<file path="src/hdl/scw_pkg.sv">
// ----------------------------------------------------------------------------
// scw_pkg
// Shared types and constants for the stereo correlation and width unit.
// ----------------------------------------------------------------------------
package scw_pkg;

  localparam int unsigned Log2MaxSamples = 24;
  localparam int unsigned SampleBits     = 16;
  localparam int unsigned CapExp         = 2 * SampleBits - 2 + Log2MaxSamples;

  // Accumulator widths.
  localparam int unsigned LrW = 56;
  localparam int unsigned SqW = 55;
  localparam int unsigned MsW = 57;

  localparam logic [SqW-1:0] ProdCap = SqW'(1) << CapExp;
  localparam logic [MsW-1:0] SqCap   = MsW'(1) << (CapExp + 2);

  localparam int unsigned QueueDepth = 2;

  // Snapshot of the sums at the end of a buffer, handed to the back end.
  typedef struct packed {
    logic           mono;
    logic [LrW-1:0] sum_lr;
    logic [SqW-1:0] sum_ll;
    logic [SqW-1:0] sum_rr;
    logic [MsW-1:0] sum_mid;
    logic [MsW-1:0] sum_side;
  } sums_t;

  typedef struct packed {
    logic [15:0] correlation;
    logic [15:0] stereo_width;
  } result_t;

endpackage

</file>
<file path="src/hdl/scw_accum.sv">
// ----------------------------------------------------------------------------
// scw_accum
// Front end: one pair per cycle into the saturating sums, unless held by a
// full queue; emits a snapshot on the last pair of each buffer.
// ----------------------------------------------------------------------------
module scw_accum import scw_pkg::*; (
  input  logic        clk_i,
  input  logic        rst_ni,
  input  logic        mono_i,
  input  logic        in_valid_i,
  output logic        in_ready_o,
  input  logic [15:0] left_i,
  input  logic [15:0] right_i,
  input  logic        last_i,
  output logic        snap_valid_o,
  input  logic        snap_ready_i,
  output sums_t       snap_o
);

  logic signed [LrW-1:0] lr_q, lr_d;
  logic [SqW-1:0] ll_q, ll_d, rr_q, rr_d;
  logic [MsW-1:0] mid_q, mid_d, side_q, side_d;
  logic signed [SampleBits-1:0] l_s, r_s;
  logic signed [SampleBits:0] sp, sm;
  logic signed [2*SampleBits-1:0] p_lr, p_ll, p_rr;
  logic signed [2*SampleBits+1:0] p_mid, p_side;
  logic signed [LrW-1:0] lr_sum, cap_s;
  logic [SqW:0] ll_sum, rr_sum;
  logic [MsW:0] mid_sum, side_sum;
  logic accept;

  assign l_s = left_i[15 -: SampleBits];
  assign r_s = right_i[15 -: SampleBits];
  assign sp  = {l_s[SampleBits-1], l_s} + {r_s[SampleBits-1], r_s};
  assign sm  = {l_s[SampleBits-1], l_s} - {r_s[SampleBits-1], r_s};

  // Full-width products; the operands are sign-extended to the product width.
  assign p_lr   = l_s * r_s;
  assign p_ll   = l_s * l_s;
  assign p_rr   = r_s * r_s;
  assign p_mid  = sp * sp;
  assign p_side = sm * sm;

  // The front end holds any pair while the queue cannot take a snapshot.
  assign in_ready_o = snap_ready_i;
  assign accept     = in_valid_i && in_ready_o;

  assign cap_s    = LrW'(ProdCap);
  assign lr_sum   = lr_q + LrW'(p_lr);
  assign ll_sum   = {1'b0, ll_q} + (SqW+1)'($unsigned(p_ll));
  assign rr_sum   = {1'b0, rr_q} + (SqW+1)'($unsigned(p_rr));
  assign mid_sum  = {1'b0, mid_q} + (MsW+1)'($unsigned(p_mid));
  assign side_sum = {1'b0, side_q} + (MsW+1)'($unsigned(p_side));

  always_comb begin
    if (lr_sum > cap_s) lr_d = cap_s;
    else if (lr_sum < -cap_s) lr_d = -cap_s;
    else lr_d = lr_sum;
    ll_d   = (ll_sum > (SqW+1)'(ProdCap)) ? ProdCap : ll_sum[SqW-1:0];
    rr_d   = (rr_sum > (SqW+1)'(ProdCap)) ? ProdCap : rr_sum[SqW-1:0];
    mid_d  = (mid_sum > (MsW+1)'(SqCap)) ? SqCap : mid_sum[MsW-1:0];
    side_d = (side_sum > (MsW+1)'(SqCap)) ? SqCap : side_sum[MsW-1:0];
  end

  assign snap_valid_o  = accept && last_i;
  assign snap_o.mono   = mono_i;
  assign snap_o.sum_lr = lr_d;
  assign snap_o.sum_ll = ll_d;
  assign snap_o.sum_rr = rr_d;
  assign snap_o.sum_mid  = mid_d;
  assign snap_o.sum_side = side_d;

  always_ff @(posedge clk_i or negedge rst_ni) begin
    if (!rst_ni) begin
      lr_q <= '0; ll_q <= '0; rr_q <= '0; mid_q <= '0; side_q <= '0;
    end else if (accept) begin
      if (last_i) begin
        lr_q <= '0; ll_q <= '0; rr_q <= '0; mid_q <= '0; side_q <= '0;
      end else begin
        lr_q <= lr_d; ll_q <= ll_d; rr_q <= rr_d; mid_q <= mid_d; side_q <= side_d;
      end
    end
  end

endmodule

</file>
<file path="config.mk">
export PLATFORM = sky130hd
export DESIGN_NAME = scw_accum
export DESIGN_NICKNAME = d
export VERILOG_FILES = /design/src/hdl/scw_pkg.sv /design/src/hdl/scw_accum.sv
export SDC_FILE = /design/constraint.sdc
export NUM_CORES = 2
export LEC_CHECK = 0
export BUFFER_PORTS_ARGS = -buffer_cell sky130_fd_sc_hd__buf_4
export CORE_MARGIN = 5
export CORE_UTILIZATION = 58
export DETAILED_ROUTE_END_ITERATION = 10
export PLACE_DENSITY = 0.89
export SLEW_MARGIN = 20
export SYNTH_ARGS = -nofsm -noshare
export SYNTH_HDL_FRONTEND = slang
export SYNTH_SLANG_ARGS = --single-unit
</file>
<file path="constraint.sdc">
create_clock -name clk_i -period 19.1 [get_ports clk_i]
set_input_delay 3.82 -clock clk_i [delete_from_list [all_inputs] [get_ports clk_i]]
set_output_delay 3.82 -clock clk_i [all_outputs]
set_load 0.05 [all_outputs]
</file>
==> impl_metrics.env <==
export IMPL_status="finished, violations left"
export IMPL_violations="setup timing"
export IMPL_antenna_found_initial=5
export IMPL_yosys_warnings=0
export IMPL_dp_hpwl_mm=192
export IMPL_cts_buffers=41
export IMPL_final_cell_mix="1784 x inv_1, 1411 x fa_1, 912 x buf_4"
export IMPL_num_rows=132
export IMPL_nets=11600
export IMPL_drtPass1Iterations=9
export IMPL_hold_ws_ns=0.487
export IMPL_clk_pin_slew_worst_paths_ns=0.05
export IMPL_async_reset_ff_share_pct=100
export IMPL_hold_class="flip-flop to flip-flop"
export IMPL_synth_top_cell_area_share_pct=37.2
export IMPL_synth_cell_types=93
export IMPL_routed_wl_mm=237
export IMPL_cp_end_kind="output port"
export IMPL_synth_compound_area_share_pct=12.3
export IMPL_crit_required_ns=15.28
export IMPL_wl_per_cell_um=21.0
export IMPL_cts_tree="built"
export IMPL_synth_area_leaders="fa_1 37%, ha_1 11%, dfrtp_1 9.2%, inv_1 8.8%, nand2_1 4.4%"
export IMPL_synthCells=8833
export IMPL_holdBufCountCts=0
export IMPL_relSlewSlack_pct=25.7
export IMPL_area_delta_synth_final_pct=15.0
export IMPL_drc=0
export IMPL_post_route_cells_drive_above_1_share_pct=14.0
export IMPL_synth_mux_area_fraction_pct=0.374
export IMPL_crit_family="adder cells"
export IMPL_htreeDepth=2
export IMPL_syn_avg_cell_area_um2=8.61
export IMPL_synth_edf_count=0
export IMPL_die_area_um2=138000
export IMPL_portBuffers=318
export IMPL_fin_crit_sh_pct=100
export IMPL_fin_area_um2=87400
export IMPL_clock_latency_ns=0.63
export IMPL_cp_start_kind="primary input"
export IMPL_initial_core_util_pct=58.5
export IMPL_synth_fa_ha_area_share_pct=47.9
export IMPL_coreArea_um2=130000
export IMPL_synth_area_um2=76000
export IMPL_grtUsageTotal_pct=34.3
export IMPL_synth_top_cell_by_area="fa_1"
export IMPL_final_common_cell="inv_1"
export IMPL_via_count=67100
export IMPL_grt_pass1_vias=72500
export IMPL_clockBufferDepth=3
export IMPL_drt_iter0_drc=5605
export IMPL_crit_arrival_ns=15.33
export IMPL_synth_main_ff_cell="dfrtp_1"
export IMPL_clkSinkCount=280
export IMPL_grt_ovfl_total=0
export IMPL_cp_common_cell="buf_4"
export IMPL_ys_seq_area_share_pct=9.21
export IMPL_grt_max_degree=87
export IMPL_setup_viol=27
export IMPL_critPathKind="primary input to output port"
export IMPL_vias_per_cell=5.94
export IMPL_slowest_stage="fa_1"
export IMPL_crit_buf_inv=14
export IMPL_cts_root_buf="clkbuf_16"
export IMPL_setup_ws_ns=-0.0464
export IMPL_die_w_um=372
export IMPL_io_pins=321
export IMPL_final_util_pct=67.3
export IMPL_synth_seq_cells=280
export IMPL_timing_final_crit_period_ns=19.15
export IMPL_fmax_ghz=0.0522
export IMPL_synth_xor_area_share_pct=4.61
export IMPL_rsz0062_at_grt="yes"
export IMPL_slowest_delay_ns=0.53
export IMPL_cp_max_fo=8
export IMPL_synth_top_family_by_area="adder cells"
export IMPL_slew_violations=0
export IMPL_place_gp_congestion=0.982
export IMPL_maxCapViolCount=0
export IMPL_dpl_instance_area_um2=84800
export IMPL_grt_pass1_wl_mm=377
export IMPL_tightest_slew_ns=1.11
export IMPL_final_hold_violation_count=0
export IMPL_syn_nets=10900
export IMPL_die_h_um=372
export IMPL_fin_skew_ns=0.0296
export IMPL_synthSimpleGateAreaFrac_pct=14.9
export IMPL_ant_nets=0
==> registers in the layout (all words and copies together), names as in the netlist <==
register and flops:
mid_q 57, side_q 57, lr_q 56, ll_q 55, rr_q 55
==> synth_stat cells, drive strengths merged (68+ instances only) <==
master,number
xor2,124
fa,1414
and3,75
nand3,116
nand2,900
nor2,777
a21oi,329
o21ai,306
ha,650
nor3,114
and2,127
a21o,150
inv,1792
a22o,68
xnor2,276
dfrtp,280
o31ai,98
nand4,78
clkbuf,303
==> routing by layer <==
metal,global-route usage (%),vias up,wire (µm)
li1,-,29400,-
met1,42.8,33100,88000
met2,56.1,3593,110000
met3,8.66,1025,24600
met4,16.5,6,13900
met5,0,-,87
==> area by class of cell <==
| class | count | area, µm² |
|---|---|---|
| diodes | 5 | 12.5 |
| clock buffers | 58 | 1180 |
| clock inverters | 13 | 183 |
| fillers | 9915 | 42500 |
| inverters | 1806 | 6780 |
| multi-input cells | 6395 | 62000 |
| flip-flops and latches | 280 | 7010 |
| well taps | 1742 | 2180 |
| repair buffers | 995 | 8060 |
==> path summary, 6_finish.rpt <==
path                               to  cells past startpoint       from  slack (ns)
min                         mid_q[14]                      2  mid_q[14]        0.49
max                        snap_o[90]                     56  left_i[0]       -0.05
min reg2reg                 mid_q[14]                      2  mid_q[14]        0.49
max reg2reg                   lr_q[8]                     24   lr_q[15]       10.31
min in group asynchronous    rr_q[27]                      1     rst_ni        3.18
max in group asynchronous   mid_q[12]                      2     rst_ni       14.32
==> logic make-up after synthesis <==
| family | after synthesis |
|---|---|
| DFF | 280 |
| and+or+nand+nor | 2501 |
| muxes | 27 |
| buffers and inverters | 2158 |
| AOI/OAI and AO/OA | 1403 |
| adders and majority gates | 2064 |
| xor gates and xnor gates | 400 |
==> metrics by stage <==
step | setup slack (ns) | TNS, ns | cells
2_1_floorplan | 0.00534 | 0 | 8833
3_3_place_gp | -0.431 | -17.72 | 11200
3_5_place_dp | -0.838 | -53.24 | 11200
4_1_cts | 0.00289 | 0 | 11300
5_1_grt | -0.504 | -31.36 | 11300
6_report | -0.0464 | -0.494 | 11300
==> worst reg2reg max path: stages, from the launching register on <==
cell and delay (ns):
dfrtp_1 0.36, inv_1 0.14, fa_1 0.44, inv_1 0.09
fa_1 0.45, fa_1 0.52, inv_1 0.05, fa_1 0.52
inv_1 0.05, fa_1 0.44, ha_1 0.38, a21oi_1 0.26
o211ai_1 0.19, a21boi_0 0.76, nand2_1 0.23, a311oi_1 0.33
a211o_1 0.34, nand4_1 0.28, nor4_1 0.82, nand4_1 0.42
nor4b_1 0.36, nand4_1 0.13, o31a_2 0.52, buf_12 0.28
o31ai_1 0.31
==> timing repair <==
item                                    CTS  global route
endpoints found under the setup margin  100           176
pin swaps                                12            59
resized for setup                        76           151
buffers inserted                         10            18
cloned                                    2             4
Power is left out: the tool's default activity adds up to more than one toggle a clock period on the data nets, which glitch-free logic cannot reach.
