`src/hdl/scw_pkg.sv`:
```
// ----------------------------------------------------------------------------
// scw_pkg
// Shared types and constants for the stereo correlation and width unit.
// ----------------------------------------------------------------------------
package scw_pkg;

  localparam int unsigned Log2MaxSamples = 24;
  localparam int unsigned SampleBits     = 16;
  localparam int unsigned CapExp         = 2 * SampleBits - 2 + Log2MaxSamples;

  // Accumulator widths.
  localparam int unsigned LrW = 56;
  localparam int unsigned SqW = 55;
  localparam int unsigned MsW = 57;

  localparam logic [SqW-1:0] ProdCap = SqW'(1) << CapExp;
  localparam logic [MsW-1:0] SqCap   = MsW'(1) << (CapExp + 2);

  localparam int unsigned QueueDepth = 2;

  // Snapshot of the sums at the end of a buffer, handed to the back end.
  typedef struct packed {
    logic           mono;
    logic [LrW-1:0] sum_lr;
    logic [SqW-1:0] sum_ll;
    logic [SqW-1:0] sum_rr;
    logic [MsW-1:0] sum_mid;
    logic [MsW-1:0] sum_side;
  } sums_t;

  typedef struct packed {
    logic [15:0] correlation;
    logic [15:0] stereo_width;
  } result_t;

endpackage

```
`src/hdl/scw_solver.sv`:
```
// ----------------------------------------------------------------------------
// scw_solver
// Back end: normalizing shifts, bit-serial square root and two bit-serial
// dividers, one bit per cycle, result held in an output register.
// ----------------------------------------------------------------------------
module scw_solver import scw_pkg::*; (
  input  logic    clk_i,
  input  logic    rst_ni,
  input  logic    in_valid_i,
  output logic    in_ready_o,
  input  sums_t   in_i,
  output logic    out_valid_o,
  input  logic    out_ready_i,
  output result_t out_o
);

  localparam logic [3:0] StIdle  = 4'd0;
  localparam logic [3:0] StNorm  = 4'd1;
  localparam logic [3:0] StMul   = 4'd2;
  localparam logic [3:0] StSqrt  = 4'd3;
  localparam logic [3:0] StDivC  = 4'd4;
  localparam logic [3:0] StDivW  = 4'd5;
  localparam logic [3:0] StOut   = 4'd6;

  logic [3:0] st_q, st_d;
  sums_t s_q;
  logic [SqW-1:0] a_q, b_q;
  logic [5:0] k_q;          // ka + kb
  logic [MsW:0] m_q;
  logic [MsW:0] sd_q;
  logic [59:0] prod_q;      // product of two values below 2^30
  logic [59:0] rem_q;       // sqrt working value
  logic [59:0] root_q;
  logic [61:0] bit_q;
  logic [6:0] cnt_q;
  logic [LrW+15:0] num_q;   // dividend shift register
  logic [60:0] dr_q;        // division remainder
  logic [LrW+15:0] quo_q;
  logic [15:0] corr_q, wid_q;
  logic neg_q, zc_q;

  logic [60:0] dr_shift;
  logic [60:0] dr_next;
  logic [60:0] divisor;
  logic [59:0] trial;
  logic [59:0] rem_cur;
  logic [LrW-1:0] mag;
  logic [LrW+15:0] cq;

  assign in_ready_o  = st_q == StIdle;
  assign out_valid_o = st_q == StOut;
  assign out_o.correlation  = corr_q;
  assign out_o.stereo_width = wid_q;

  assign trial    = root_q + bit_q[59:0];
  assign rem_cur  = (bit_q == 62'(1) << 58) ? prod_q : rem_q;
  assign divisor  = (st_q == StDivC) ? {30'd0, root_q[30:0]} : 61'(m_q);
  assign dr_shift = {dr_q[59:0], num_q[LrW+15]};
  assign dr_next  = (dr_shift >= divisor) ? dr_shift - divisor : dr_shift;
  assign mag      = s_q.sum_lr[LrW-1] ? -s_q.sum_lr : s_q.sum_lr;
  // Quotient including the bit decided in this cycle.
  assign cq       = {quo_q[LrW+14:0], dr_shift >= divisor};

  always_comb begin
    st_d = st_q;
    case (st_q)
      StIdle: if (in_valid_i) st_d = StNorm;
      StNorm: st_d = ((a_q < SqW'(1 << 30)) && (b_q < SqW'(1 << 30)) &&
                      (m_q < (MsW+1)'(1) << 40)) ? StMul : StNorm;
      StMul:  st_d = StSqrt;
      StSqrt: if (bit_q == '0) st_d = StDivC;
      StDivC: if (cnt_q == '0) st_d = StDivW;
      StDivW: if (cnt_q == '0) st_d = StOut;
      StOut:  if (out_ready_i) st_d = StIdle;
      default: st_d = StIdle;
    endcase
  end

  always_ff @(posedge clk_i or negedge rst_ni) begin
    if (!rst_ni) st_q <= StIdle;
    else st_q <= st_d;
  end

  always_ff @(posedge clk_i) begin
    case (st_q)
      StIdle: begin
        s_q  <= in_i;
        a_q  <= in_i.sum_ll;
        b_q  <= in_i.sum_rr;
        k_q  <= '0;
        m_q  <= {1'b0, in_i.sum_mid} + {1'b0, in_i.sum_side};
        sd_q <= {1'b0, in_i.sum_side};
        zc_q <= (in_i.sum_ll == '0) || (in_i.sum_rr == '0);
        neg_q <= in_i.sum_lr[LrW-1];
      end
      StNorm: begin
        // One normalizing step per cycle on each operand.
        if (a_q >= SqW'(1 << 30)) begin
          a_q <= a_q >> 2;
        end
        if (b_q >= SqW'(1 << 30)) begin
          b_q <= b_q >> 2;
        end
        k_q <= k_q + 6'(a_q >= SqW'(1 << 30)) + 6'(b_q >= SqW'(1 << 30));
        if (m_q >= (MsW+1)'(1) << 40) begin
          m_q  <= m_q >> 1;
          sd_q <= sd_q >> 1;
        end
      end
      StMul: begin
        prod_q <= a_q[29:0] * b_q[29:0];
        root_q <= '0;
        bit_q  <= 62'(1) << 58;
      end
      StSqrt: begin
        if (bit_q != '0) begin
          if (rem_cur >= trial) begin
            rem_q  <= rem_cur - trial;
            root_q <= (root_q >> 1) + bit_q[59:0];
          end else begin
            rem_q  <= rem_cur;
            root_q <= root_q >> 1;
          end
          bit_q <= bit_q >> 2;
        end else begin
          if (root_q == '0) root_q <= 60'd1;
          num_q <= (LrW+16)'(mag >> k_q) << 15;
          dr_q  <= '0;
          quo_q <= '0;
          cnt_q <= 7'(LrW + 15);
        end
      end
      StDivC: begin
        if (cnt_q == '0) begin
          // Correlation quotient is final with this bit.
          if (s_q.mono || zc_q) corr_q <= 16'd32767;
          else if (neg_q) corr_q <= (cq > 72'd32768) ? 16'h8000 : 16'(-cq[15:0]);
          else corr_q <= (cq > 72'd32767) ? 16'd32767 : cq[15:0];
          num_q <= (LrW+16)'(sd_q[40:0]) << 16;
          dr_q  <= '0;
          quo_q <= '0;
          cnt_q <= 7'(LrW + 15);
        end else begin
          dr_q  <= dr_next;
          quo_q <= cq;
          num_q <= num_q << 1;
          cnt_q <= cnt_q - 7'd1;
        end
      end
      StDivW: begin
        if (cnt_q == '0) begin
          if (s_q.mono || m_q == '0) wid_q <= '0;
          else wid_q <= (cq > 72'd65535) ? 16'hffff : cq[15:0];
        end else begin
          dr_q  <= dr_next;
          quo_q <= cq;
          num_q <= num_q << 1;
          cnt_q <= cnt_q - 7'd1;
        end
      end
      default: ;
    endcase
  end

endmodule

```
`config.mk`:
```
export PLATFORM = sky130hd
export DESIGN_NAME = scw_solver
export DESIGN_NICKNAME = d
export VERILOG_FILES = /design/src/hdl/scw_pkg.sv /design/src/hdl/scw_solver.sv
export SDC_FILE = /design/constraint.sdc
export NUM_CORES = 2
export LEC_CHECK = 0
export BUFFER_PORTS_ARGS = -buffer_cell sky130_fd_sc_hd__buf_2
export CAP_MARGIN = 20
export CORE_MARGIN = 2
export CORE_UTILIZATION = 70
export CTS_CLUSTER_SIZE = 40
export DETAILED_ROUTE_END_ITERATION = 8
export PLACE_DENSITY = 0.89
export RECOVER_POWER = 50
export SYNTH_ARGS = -nofsm -noshare
export SYNTH_HDL_FRONTEND = slang
export SYNTH_SLANG_ARGS = --single-unit
```
`constraint.sdc`:
```
create_clock -name clk_i -period 26.1 [get_ports clk_i]
set_input_delay 5.22 -clock clk_i [delete_from_list [all_inputs] [get_ports clk_i]]
set_output_delay 5.22 -clock clk_i [all_outputs]
set_load 0.02 [all_outputs]
```
==> impl_metrics.yaml <==
worst_hold_path:
  hold_path.startpoint: "sd_q[56]"
  min_to: "sd_q[55]"
  min_delay_path_depth: 2
  hold_path_class: "flip-flop to flip-flop"
routing:
  wire_per_inst_um: 23.2
  via_per_inst: 6.58
  drtPass1Iterations: 7
  routed_wl_um: 240000
  vias: 67970
  drtAntennaViolNets: 0
  drcViolationCount: 0
  drt-initial-drc-count: 8982
critical_path:
  critPathLaunchType: "input port"
  required_ns: 26.59
  reg2reg_to: "corr_q[12]"
  setup.reg_to_reg.worst_slack_ns: 16.87
  crit_path_max_fanout: 5
  critical-path-slowest-cell: "nor3_1"
  worst_r2r_path_depth: 25
  worstReg2RegStart: "st_q[2]"
  crit_chain: "buf_2 -> ha_1 -> nand2_1 -> nor3_1 -> o2111ai_1 -> nand4_1 -> a32oi_1 -> o2111ai_1 -> a41oi_1 -> o2bb2ai_1 -> o2111ai_1 -> nand4b_1 -> o311ai_0"
  cp_data_arrival_time_ns: 9.89
  crit_path_end_kind: "flip-flop"
  worst_path_largest_cell_delay_ns: 0.88
  path_class: "input port to flip-flop"
  cp_common_cell: "o2111ai_1"
global_route:
  antenna_found_initial: 22
  global_route_wire_length_before_repair_um: 372000
  global_route_overflow: 0
  gr-usage-all-layers: 0.406
  vias_in_the_first_global_route: 67844
  grt_start_max_net_pins: 91
cts:
  holdBufCountCts: 0
  cts.htree.levels: 3
  cts.repair.resized: 0
  cts_inserted_buffers: 84
  cts_setup_buffers: 0
  clock-root-buffer: "clkbuf_16"
  clk-insertion-delay-late_ns: 0.71
  clock_sink_count: 729
  clk_pin_slew_ns: 0.06
  max-clock-path-buffers: 3
  tritoncts: "yes"
sta:
  setup-tns-final_ns: 0
  final.hold.worst_slack_ns: 0.516
  final.setup_skew_ns: 0.0409
  maxSlewHeadroom: -1.97
  final_setup_vio_count: 0
  grt_setup_unrepaired: "false"
  hold_viol: 0
  max_slew.worst_pin.slew_ns: 4.45
  fin_crit_ns: 9.40
  post-route-worst-setup-slack_ns: 16.70
  fin_crit_sh: 0.360
  final_max_slew_viol_count: 1005
  timing.fmax_ghz: 0.106
die:
  starting_density: 0.704
  chipWidth_um: 342
  placeable_core_area_sq_um: 114000
  top_level_pins: 319
  die_y_um: 342
  die_area_sq_um: 117000
  floorplan.rows: 124
job:
  cap_violations: 18
synth:
  synthCells: 8717
  netlist-cell-type-count: 93
  synth_top_cells_by_area: "edfxtp_1 (27%), fa_1 (20%), ha_1 (7.6%)"
  synthDominantCellAreaShare: 0.272
  ff_latch_count_synth: 729
  synth.yosys.warnings: 0
  netlist_area_sq_um: 80100
  synth-seq-area-share: 0.273
  synth-main-ff-cell: "edfxtp_1"
  synth_enable_flop_cells: 726
  synth_nets: 10275
  syn-mean-instance-area_sq_um: 9.19
  library_cell_with_the_largest_summed_area_after_synthesis: "edfxtp_1"
  ys_async_sr_fraction: 0.00412
final_layout:
  final_net_count: 10285
  post_route_cells_drive_above_1_share: 0.0873
  finalNonFillerCells: 10325
  flow.area_growth_from_synthesis_pct: 6.88
placement:
  io_buffer_count: 318
  dpl.cell_count: 10148
  dpl_worst_slack_ns: 16.46
  routabilityCongestion: 1.02
  post-dp-hpwl_um: 179000
run_status:
  failed_checks: "max-capacitance violations, max-slew violations"
  status: "complete, but fails checks"
-- placed cells by master, fill, tap and decap left out, types with 21 or more instances in the layout --
master and n:
a211oi_1 78, a21o_1 168, a21oi_1 448, a22oi_1 26
a31oi_1 89, and2_0 23, and2_1 536, and3_1 108
buf_2 318, buf_4 91, clkbuf_1 32, clkbuf_16 85
edfxtp_1 726, fa_1 784, ha_1 489, inv_1 937
mux2_2 123, mux2i_1 113, nand2_1 1398, nand2b_1 42
nand3_1 107, nand4_1 74, nor2_1 383, nor2b_1 51
nor3_1 97, nor4_1 113, o211ai_1 47, o21a_1 61
o21ai_0 268, o21bai_1 54, o31ai_1 49, or2_2 21
or3_1 65, xnor2_1 180, xor2_1 162
-- state kept, by name, summed over array words and instances (netlist names), 57 cells and up --
register / cells
quo_q: 71
dr_q: 60
prod_q: 60
rem_q: 60
root_q: 60
m_q: 58
num_q: 57
s_q: 57
sd_q: 57
-- routing by layer --
| layer | track usage | wire length [um] | vias to the layer above |
|---|---|---|---|
| met5 | 0 | 129 | - |
| met4 | 0.161 | 10500 | 20 |
| met3 | 0.105 | 31100 | 847 |
| met2 | 0.617 | 106000 | 4645 |
| met1 | 0.561 | 91700 | 32758 |
| li1 | - | - | 29700 |
-- how the worst max path moves through the flow --
stage	startpoint	endpoint	slack [ns]	cells after the start
after floorplan	cnt_q[0]	cnt_q[0]	14.71	7
after global placement	in_i[17]	m_q[45]	16.52	13
after detailed placement	in_i[17]	m_q[53]	16.46	13
after CTS	b_q[4]	prod_q[53]	17.12	27
after global routing	st_q[2]	corr_q[12]	16.30	25
final	in_i[17]	m_q[53]	16.70	13
-- worst max-delay path, delay by kind of cell --
family,cells,cell delay [ns]
buffers and inverters,1,0.12
AOI/OAI and AO/OA,7,2.47
and+or+nand+nor,4,1.63
adders and majority gates,1,0.43
-- kinds of logic after synthesis --
| family | count (synthesis) | share of synthesized area |
|---|---|---|
| xor gates and xnor gates | 342 | 0.0374 |
| and+or+nand+nor | 3105 | 0.186 |
| adders and majority gates | 1273 | 0.272 |
| DFF | 729 | 0.273 |
| AOI/OAI and AO/OA | 1565 | 0.128 |
| buffers and inverters | 1452 | 0.0684 |
| muxes | 251 | 0.0355 |
-- area by class of cell --
type | count | area (sq um)
multi-input combinational | 6536 | 52900
clock inverter | 61 | 783
tap | 1512 | 1890
antenna | 14 | 35.0
fill | 7712 | 28200
inverter | 943 | 3540
timing repair buffer | 433 | 2460
clock buffer | 97 | 2170
sequential | 729 | 21900
-- synthesized netlist by cell type, types with 17 or more instances --
library cell / instances
a211oi_1: 78
nand2b_1: 45
or2_2: 22
nand3_1: 107
or4_1: 20
a21o_1: 168
mux2i_1: 113
o31ai_1: 49
nand4_1: 74
nor2_1: 386
nor4_1: 116
and2_1: 557
mux2_2: 123
o211ai_1: 47
xnor2_1: 180
nor2b_1: 51
a31oi_1: 89
buf_1: 27
fa_1: 784
o21bai_1: 54
o21ai_0: 271
ha_1: 489
or3_1: 65
nand2_1: 1398
and3_1: 108
a22o_1: 17
clkbuf_1: 475
a21oi_1: 450
a22oi_1: 26
a211o_1: 18
inv_1: 939
a31o_2: 18
o21a_1: 61
edfxtp_1: 726
nor3_1: 98
xor2_1: 162
-- stage by stage --
stage	cell area, sq um	util
after floorplan	80100	-
after global placement	82600	0.726
after detailed placement	82700	0.726
after CTS	85600	0.752
after global routing	85600	0.752
final	85600	0.752
Power is not shown: default switching activity piles up to over one toggle a cycle in this logic, so the estimate is an artifact.
