$ cat config.mk
export PLATFORM = sky130hd
export DESIGN_NAME = scw_queue
export DESIGN_NICKNAME = d
export VERILOG_FILES = /design/src/hdl/scw_pkg.sv /design/src/hdl/scw_queue.sv
export SDC_FILE = /design/constraint.sdc
export NUM_CORES = 1
export LEC_CHECK = 0
export BUFFER_PORTS_ARGS = -buffer_cell sky130_fd_sc_hd__buf_2
export CAP_MARGIN = 40
export CELL_PAD_IN_SITES_DETAIL_PLACEMENT = 2
export CELL_PAD_IN_SITES_GLOBAL_PLACEMENT = 2
export CORE_MARGIN = 2
export CORE_UTILIZATION = 41
export CTS_CLUSTER_SIZE = 24
export DETAILED_ROUTE_END_ITERATION = 10
export HOLD_SLACK_MARGIN = 0.06
export PLACE_DENSITY_LB_ADDON = 0.25
export SYNTH_ARGS = -nofsm -noshare
export SYNTH_HDL_FRONTEND = slang
export SYNTH_SLANG_ARGS = --single-unit
$ cat constraint.sdc
create_clock -name clk_i -period 42 [get_ports clk_i]
set_input_delay 8.4 -clock clk_i [delete_from_list [all_inputs] [get_ports clk_i]]
set_output_delay 8.4 -clock clk_i [all_outputs]
set_load 0.05 [all_outputs]
$ cat src/hdl/scw_pkg.sv
// ----------------------------------------------------------------------------
// scw_pkg
// Shared types and constants for the stereo correlation and width unit.
// ----------------------------------------------------------------------------
package scw_pkg;

  localparam int unsigned Log2MaxSamples = 24;
  localparam int unsigned SampleBits     = 16;
  localparam int unsigned CapExp         = 2 * SampleBits - 2 + Log2MaxSamples;

  // Accumulator widths.
  localparam int unsigned LrW = 56;
  localparam int unsigned SqW = 55;
  localparam int unsigned MsW = 57;

  localparam logic [SqW-1:0] ProdCap = SqW'(1) << CapExp;
  localparam logic [MsW-1:0] SqCap   = MsW'(1) << (CapExp + 2);

  localparam int unsigned QueueDepth = 2;

  // Snapshot of the sums at the end of a buffer, handed to the back end.
  typedef struct packed {
    logic           mono;
    logic [LrW-1:0] sum_lr;
    logic [SqW-1:0] sum_ll;
    logic [SqW-1:0] sum_rr;
    logic [MsW-1:0] sum_mid;
    logic [MsW-1:0] sum_side;
  } sums_t;

  typedef struct packed {
    logic [15:0] correlation;
    logic [15:0] stereo_width;
  } result_t;

endpackage

$ cat src/hdl/scw_queue.sv
// ----------------------------------------------------------------------------
// scw_queue
// Small FIFO of sum snapshots between front and back end.
// ----------------------------------------------------------------------------
module scw_queue import scw_pkg::*; (
  input  logic  clk_i,
  input  logic  rst_ni,
  input  logic  wr_valid_i,
  output logic  wr_ready_o,
  input  sums_t wr_data_i,
  output logic  rd_valid_o,
  input  logic  rd_ready_i,
  output sums_t rd_data_o
);

  localparam int unsigned PtrW = $clog2(QueueDepth);

  sums_t mem_q [QueueDepth];
  logic [PtrW-1:0] wp_q, rp_q;
  logic [PtrW:0]   cnt_q;
  logic wr, rd;

  assign wr_ready_o = cnt_q != (PtrW+1)'(QueueDepth);
  assign rd_valid_o = cnt_q != '0;
  assign wr = wr_valid_i && wr_ready_o;
  assign rd = rd_valid_o && rd_ready_i;
  assign rd_data_o = mem_q[rp_q];

  always_ff @(posedge clk_i) begin
    if (wr) mem_q[wp_q] <= wr_data_i;
  end

  always_ff @(posedge clk_i or negedge rst_ni) begin
    if (!rst_ni) begin
      wp_q <= '0; rp_q <= '0; cnt_q <= '0;
    end else begin
      if (wr) wp_q <= (wp_q == PtrW'(QueueDepth - 1)) ? '0 : wp_q + 1'b1;
      if (rd) rp_q <= (rp_q == PtrW'(QueueDepth - 1)) ? '0 : rp_q + 1'b1;
      cnt_q <= cnt_q + (PtrW+1)'(wr) - (PtrW+1)'(rd);
    end
  end

`ifndef SYNTHESIS
  a_no_overflow: assert property (@(posedge clk_i) disable iff (!rst_ni)
    cnt_q <= (PtrW+1)'(QueueDepth)) else $error("queue count overflow");
  a_full_blocks: assert property (@(posedge clk_i) disable iff (!rst_ni)
    (cnt_q == (PtrW+1)'(QueueDepth) && !rd) |=> cnt_q == (PtrW+1)'(QueueDepth))
    else $error("full queue lost a word");
  a_empty_stays: assert property (@(posedge clk_i) disable iff (!rst_ni)
    (cnt_q == '0 && !wr_valid_i) |=> cnt_q == '0) else $error("word invented");
`endif

endmodule

==> out/results.ini, run 1 <==
[power_and_ir_drop]
power.density_cell_area_nw_per_um2 = 85.62
power.sequential.fraction = 0.363
switching_share = 0.4250
internal_cell_power_mw = 1.284
switching_power_uw = 949.1
ir_drop_uv = 43.46
leakage_power_figure_nw = 9.670
p_comb_frac = 0.425
clock_power_share = 0.212

[timing]
totalNegativeSetupSlack_ns = 0
clock-skew-final_ns = 0.02459
slew-limit-headroom = 0.3696
final_hold_violations = 0
finalSetupViolations = 0
worst_hold_slack_ns = 0.6101
finalWorstPathRequiredPeriod_ns = 11.60
period_share = 0.2763
tightestPinTransition_ns = 0.9457
grt_setup_unrepaired = no
slew_violations = 0
maxClockFrequency_mhz = 86.19

[floorplan]
design.die.area_um2 = 52220
top_level_ports = 568
dieHeight_um = 228.5
initial_cell_density_of_the_core = 0.4137
core_region_area_um2 = 49970
die_width_um = 228.5
core.rowCount = 82

[clock_tree]
cts_tree = built
clock_sink_count = 566
cts-resized-gates = 0
cts-buffers-inserted = 57
cts-root-buf = sky130_fd_sc_hd__clkbuf_16
cts_hold_buffers = 0
path_clk_slew_ns = 0.06
worstSkewPairLatency_ns = 0.61
cts-htree-levels = 2
cts_setup_buffers = 0
clk_path_buf_depth = 3

[layout]
postLayoutCellArea_um2 = 26080
register_area_um2 = 16980
finish.utilization = 0.5220
final_cell_mix = 567 x sky130_fd_sc_hd__buf_2, 562 x sky130_fd_sc_hd__edfxtp_1, 281 x sky130_fd_sc_hd__mux2_2, 59 x sky130_fd_sc_hd__clkbuf_16, 14 x sky130_fd_sc_hd__clkinv_1
number_of_inserted_filler_cells_in_the_final_layout = 4547
design.final.nets = 1798
multi_input_area_um2 = 3296
final_layout_size_suffix_gt1_frac = 0.6108
area_growth_pct = 26.19
mostFrequentLayoutCell = sky130_fd_sc_hd__buf_2

[global_route]
grt_first_pass_wirelength_um = 88660
maximum_number_of_pins_on_one_net_before_global_route_repair = 71
first_global_vias = 12690
remaining_global_route_overflow = 0
grt_usage = 0.2355
grt_antenna_before_repair = 37

[worst_setup_path]
crit_fanout = 70
reg2reg_setup_slack_ns = 38.91
cp.required_ns = 33.60
timing.rr.end = mem_q[1][250]
reg2reg_launch_point = cnt_q[0]
critical_path_arrival_ns = 3.20
startpoint = rp_q
worst_setup_path_end_kind = output port
rr_worst_depth = 6
critPathKind = register to output port
critPathLaunchType = register

[outcome]
result_of_the_run = finished clean

[yosys]
post_synth_instance_area_um2 = 20670
synth.yosys.seq_area_share = 0.8214
postSynthAreaPerCell_um2 = 23.07
multiplexer_fraction_of_the_synthesized_cell_area = 0.1531
synth-seq-cells = 566
share_of_the_synthesized_netlist_area_taken_by_xor_and_xnor_gates = 0.001271
postSynthCellCount = 896
yosys_warnings = 0
synth_simple_gate_area_share = 0.002361
synth_nets = 1182
synth_cell_types = 18
area_fraction_in_compound_gates_after_synthesis = 0.001513
synthAdderAreaFrac = 0.0006054
largest_family_of_logic_cells_by_synthesized_area = multiplexers

[route]
dr_vias_cell = 4.937
post_drt_wl_per_cell_um = 27.63
detailroute.via_count = 11100
drt-pass1-iter-count = 4
finalWirelength_um = 62130
drtAntennaViolNets = 0
dr.first_iter.drc_count = 547
drt_drc_violations_left = 0

[placement]
place_area_um2 = 24320
gp_congestion = 0.8610
hpwlAfterDp_um = 45450
buffer_ports.inserted = 567

[flow_run]
max_cap_violations = 0

[worst_hold_path]
hold_start = wp_q
worstHoldEndpoint = wp_q
hold_path_depth = 1
hold_class = register to register

registers in the layout (all words and copies together) (netlist names):
signal	cells
cnt_q	2
mem_q	562
rp_q	1
wp_q	1
area by class of cell:
cell class | count | area share
Antenna cell | 25 | 0.002399
Clock inverter | 29 | 0.007052
Clock buffer | 70 | 0.05819
Multi-Input combinational cell | 299 | 0.1264
Tap cell | 672 | 0.03224
Timing Repair Buffer | 588 | 0.1227
Sequential cell | 566 | 0.6510
layer usage:
metal	global-route usage	routed length, µm	up-vias
met4	0.1123	1978	30
met1	0.2494	21340	5684
li1	-	-	4843
met5	0.007353	235	-
met2	0.4195	33960	433
met3	0.07959	4625	114
cells by family (layout without fill, tap and decap cells):
kind of cell,count (synthesis),after routing
other,0,25
buffers and inverters,31,687
xor gates and xnor gates,3,3
and+or+nand+nor,10,10
muxes,281,281
DFF,566,566
AOI/OAI and AO/OA,4,4
adders and majority gates,1,1
worst max-delay path by stage:
stage / end / slack [ns] / depth (start not counted)
2_1_floorplan: mem_q[0][0] / 20.94 / 2
3_3_place_gp: rd_data_o[187] / 30.11 / 4
3_5_place_dp: mem_q[1][251] / 30.96 / 6
4_1_cts: rd_data_o[225] / 30.33 / 5
5_1_grt: rd_data_o[225] / 30.23 / 5
6_report: rd_data_o[226] / 30.40 / 5
synthesized netlist by cell type:
cell type,instances,area share
sky130_fd_sc_hd__nand3_1,1,0.00024
sky130_fd_sc_hd__a211oi_1,1,0.00036
sky130_fd_sc_hd__and3_1,1,0.00030
sky130_fd_sc_hd__clkbuf_8,24,0.016
sky130_fd_sc_hd__mux2_2,281,0.15
sky130_fd_sc_hd__nor2_1,3,0.00054
sky130_fd_sc_hd__a21bo_2,1,0.00048
sky130_fd_sc_hd__ha_1,1,0.00061
sky130_fd_sc_hd__o21ai_0,1,0.00024
sky130_fd_sc_hd__nand2b_1,1,0.00030
sky130_fd_sc_hd__nand2_1,2,0.00036
sky130_fd_sc_hd__edfxtp_1,562,0.82
sky130_fd_sc_hd__a32oi_1,1,0.00042
sky130_fd_sc_hd__nor2b_1,1,0.00030
sky130_fd_sc_hd__buf_6,7,0.0038
sky130_fd_sc_hd__dfrtp_1,4,0.0048
sky130_fd_sc_hd__or2_2,1,0.00030
sky130_fd_sc_hd__xnor2_1,3,0.0013
worst max-delay path: stages (launching register included):
cell and delay, ns:
sky130_fd_sc_hd__dfrtp_4 0.43, sky130_fd_sc_hd__buf_4 0.33, sky130_fd_sc_hd__buf_16 0.33, sky130_fd_sc_hd__buf_4 0.79
sky130_fd_sc_hd__mux2_2 0.44, sky130_fd_sc_hd__buf_2 0.22
power groups by stage:
stage          registers (mW)  logic, mW  clock network [mW]
2_1_floorplan           0.856      0.728                   0
3_3_place_gp            0.825      0.903                   0
3_5_place_dp            0.822      0.955                   0
4_1_cts                 0.812      0.960               0.486
5_1_grt                 0.822      0.987               0.505
6_report                0.811      0.949               0.474
stage by stage:
stage	power (mW)	setup slack, ns	cells
after global placement	1.728	30.11	2114
after floorplan	1.584	20.94	896
after CTS	2.258	30.33	2224
final	2.233	30.40	2249
after detailed placement	1.778	30.96	2125
after global routing	2.314	30.23	2246
Power figures use the tool's default switching activity.
==> run 2, diff against run 1 <==
--- a/config.mk
+++ b/config.mk
@@ -10,7 +10,7 @@
 export CELL_PAD_IN_SITES_DETAIL_PLACEMENT = 2
 export CELL_PAD_IN_SITES_GLOBAL_PLACEMENT = 2
 export CORE_MARGIN = 2
-export CORE_UTILIZATION = 41
+export CORE_UTILIZATION = 35
 export CTS_CLUSTER_SIZE = 24
 export DETAILED_ROUTE_END_ITERATION = 10
 export HOLD_SLACK_MARGIN = 0.06
==> constraint.sdc (replaced) <==
create_clock -name clk_i -period 10.35 [get_ports clk_i]
set_input_delay 2.07 -clock clk_i [delete_from_list [all_inputs] [get_ports clk_i]]
set_output_delay 2.07 -clock clk_i [all_outputs]
set_load 0.05 [all_outputs]
==> run 2 against run 1 <==
Compared with the run above:
- register-to-register slack got worse by 31 ns
- clock skew decreased by 0.0035 ns
- flip-flop and latch count is the same
- global-route usage down 5.8 points
==> out/results.ini, run 2 (synthesis gave the netlist of run 1 again) <==
[layout]
register_area_um2 = 16980
largestRegisters = mem_q (562), cnt_q (2)
area_growth_pct = 27.37
regMostFlops = mem_q
multi_input_area_um2 = 3296
number_of_inserted_filler_cells_in_the_final_layout = 5490
final_layout_size_suffix_gt1_frac = 0.6086
mostFrequentLayoutCell = sky130_fd_sc_hd__buf_2
largest_reg_flops = 562
design.final.nets = 1797
final_cell_mix = 567 x sky130_fd_sc_hd__buf_2, 562 x sky130_fd_sc_hd__edfxtp_1, 281 x sky130_fd_sc_hd__mux2_2, 69 x sky130_fd_sc_hd__clkbuf_16
postLayoutCellArea_um2 = 26330

[floorplan]
core.rowCount = 89
dieHeight_um = 247.0
top_level_ports = 568
die_width_um = 247.0
design.die.area_um2 = 61010
initial_cell_density_of_the_core = 0.3522
core_region_area_um2 = 58690

[placement]
gp_congestion = 0.7691
dp_worst_setup_slack_ns = 5.739
hpwlAfterDp_um = 37950
buffer_ports.inserted = 567
place_area_um2 = 24270

[route]
dr_vias_cell = 4.629
drt-pass1-iter-count = 4
detailroute.via_count = 10840
finalWirelength_um = 55220
route.top_layer_used = met5
met3RoutedLength_um = 5831
drtAntennaViolNets = 0
routed_wl_met2_um = 28850
post_drt_wl_per_cell_um = 23.58
m1WireLength_um = 19130
dr.first_iter.drc_count = 443
drt_drc_violations_left = 0

[worst_setup_path]
cp.required_ns = 8.28
critical_path_arrival_ns = 3.24
startpoint = rp_q
crit_path_max_incr_delay_ns = 0.94
timing.critical_path.max_delay_family = flip-flops
worst_setup_path_end_kind = output port
crit_fanout = 149
reg2reg_launch_point = cnt_q[0]
path_cells = buf_12, mux2_2, buf_2
critPathLaunchType = register
cp.buffers_inverters = 2
critPathKind = register to output port
critPathSlowestCell = sky130_fd_sc_hd__dfrtp_4

[clock_tree]
path_clk_slew_ns = 0.06
clock_sink_count = 566
cts-buffers-inserted = 66
cts-resized-gates = 0
cts_tree = built
cts-htree-levels = 3
cts_setup_buffers = 0
cts_hold_buffers = 0
worstSkewPairLatency_ns = 0.60
clk_path_buf_depth = 3
cts-root-buf = sky130_fd_sc_hd__clkbuf_16

[timing]
final_hold_violations = 0
finalWorstPathRequiredPeriod_ns = 5.315
tightestPinTransition_ns = 1.248
worst_hold_slack_ns = 0.5599
slew-limit-headroom = 0.1678
final_setup_margin_ns = 5.035
clock-skew-final_ns = 0.02105
period_share = 0.5135
finalSetupViolations = 0
grt_setup_unrepaired = no
totalNegativeSetupSlack_ns = 0
maxClockFrequency_mhz = 188.2
slew_violations = 0

[power_and_ir_drop]
clock_power_share = 0.236
switching_share = 0.4167
ir_drop_uv = 196.0
p_comb_frac = 0.405
leakage_power_figure_nw = 9.736
power.density_cell_area_nw_per_um2 = 349.5
internal_cell_power_mw = 5.366
switching_power_mw = 3.834
power.sequential.fraction = 0.359

[worst_hold_path]
hold_start = wp_q
hold_class = register to register

[global_route]
grt_usage = 0.1779
grt_antenna_before_repair = 21
remaining_global_route_overflow = 0
grt_first_pass_wirelength_um = 79130
maximum_number_of_pins_on_one_net_before_global_route_repair = 156
first_global_vias = 12110

[flow_run]
max_cap_violations = 0

[outcome]
result_of_the_run = finished clean

==> run 2: changes by cell type in the layout (fill, tap and decap cells not counted), moves of 2 or more <==
cell / before / now
sky130_fd_sc_hd__buf_16: 9 / 3
sky130_fd_sc_hd__clkinv_1: 14 / 16
sky130_fd_sc_hd__buf_12: 2 / 4
sky130_fd_sc_hd__clkbuf_1: 11 / 16
sky130_fd_sc_hd__clkbuf_16: 59 / 69
sky130_fd_sc_hd__clkinv_8: 0 / 4
sky130_fd_sc_hd__buf_4: 10 / 4
sky130_fd_sc_hd__clkinv_2: 11 / 9
sky130_fd_sc_hd__diode_2: 25 / 8
==> run 2: per-layer routing <==
| metal | GRT usage | vias to the layer above |
|---|---|---|
| met5 | 0 | - |
| met4 | 0.05581 | 28 |
| met3 | 0.08693 | 100 |
| met2 | 0.3131 | 388 |
| met1 | 0.1852 | 5472 |
| li1 | - | 4852 |
==> run 2: final cells by class <==
cell class	instances	area share
antenna	8	0.0007604
tap	773	0.03674
timing repair buffer	578	0.1151
clock buffer	85	0.06787
sequential	566	0.6450
multi-input combinational	299	0.1252
clock inverter	33	0.009363
==> run 2: path summary, 6_finish.rpt <==
path / to / depth (start not counted) / slack (ns)
min reg2reg: wp_q / 1 / 0.56
max: rd_data_o[269] / 3 / 5.04
min in group asynchronous: wp_q / 1 / 1.29
max in group asynchronous: rp_q / 1 / 8.90
min: wp_q / 1 / 0.56
max reg2reg: mem_q[0][174] / 6 / 7.47
==> run 2: stage by stage <==
stage | std cells | total power, mW | util
floorplan | 896 | 6.368 | -
global placement | 2212 | 7.031 | 0.4119
detailed placement | 2216 | 7.119 | 0.4136
CTS | 2334 | 9.342 | 0.4483
global route | 2337 | 9.576 | 0.4484
finish | 2342 | 9.200 | 0.4486
==> run 2: worst reg2reg max path: stages, from the launching register on <==
cell                       delay [ns]
sky130_fd_sc_hd__dfrtp_1         0.43
sky130_fd_sc_hd__nand2b_1        0.21
sky130_fd_sc_hd__nand2_1         0.15
sky130_fd_sc_hd__nor2_4          0.14
sky130_fd_sc_hd__buf_12          0.63
sky130_fd_sc_hd__buf_4           0.66
sky130_fd_sc_hd__buf_16          0.31
==> run 2: power groups by stage <==
stage               clock network, mW  registers, mW  logic (mW)
CTS                              2.24           3.31        3.79
floorplan                           0           3.41        2.96
global placement                    0           3.31        3.72
global route                     2.32           3.36        3.90
finish                           2.17           3.30        3.73
detailed placement                  0           3.35        3.77
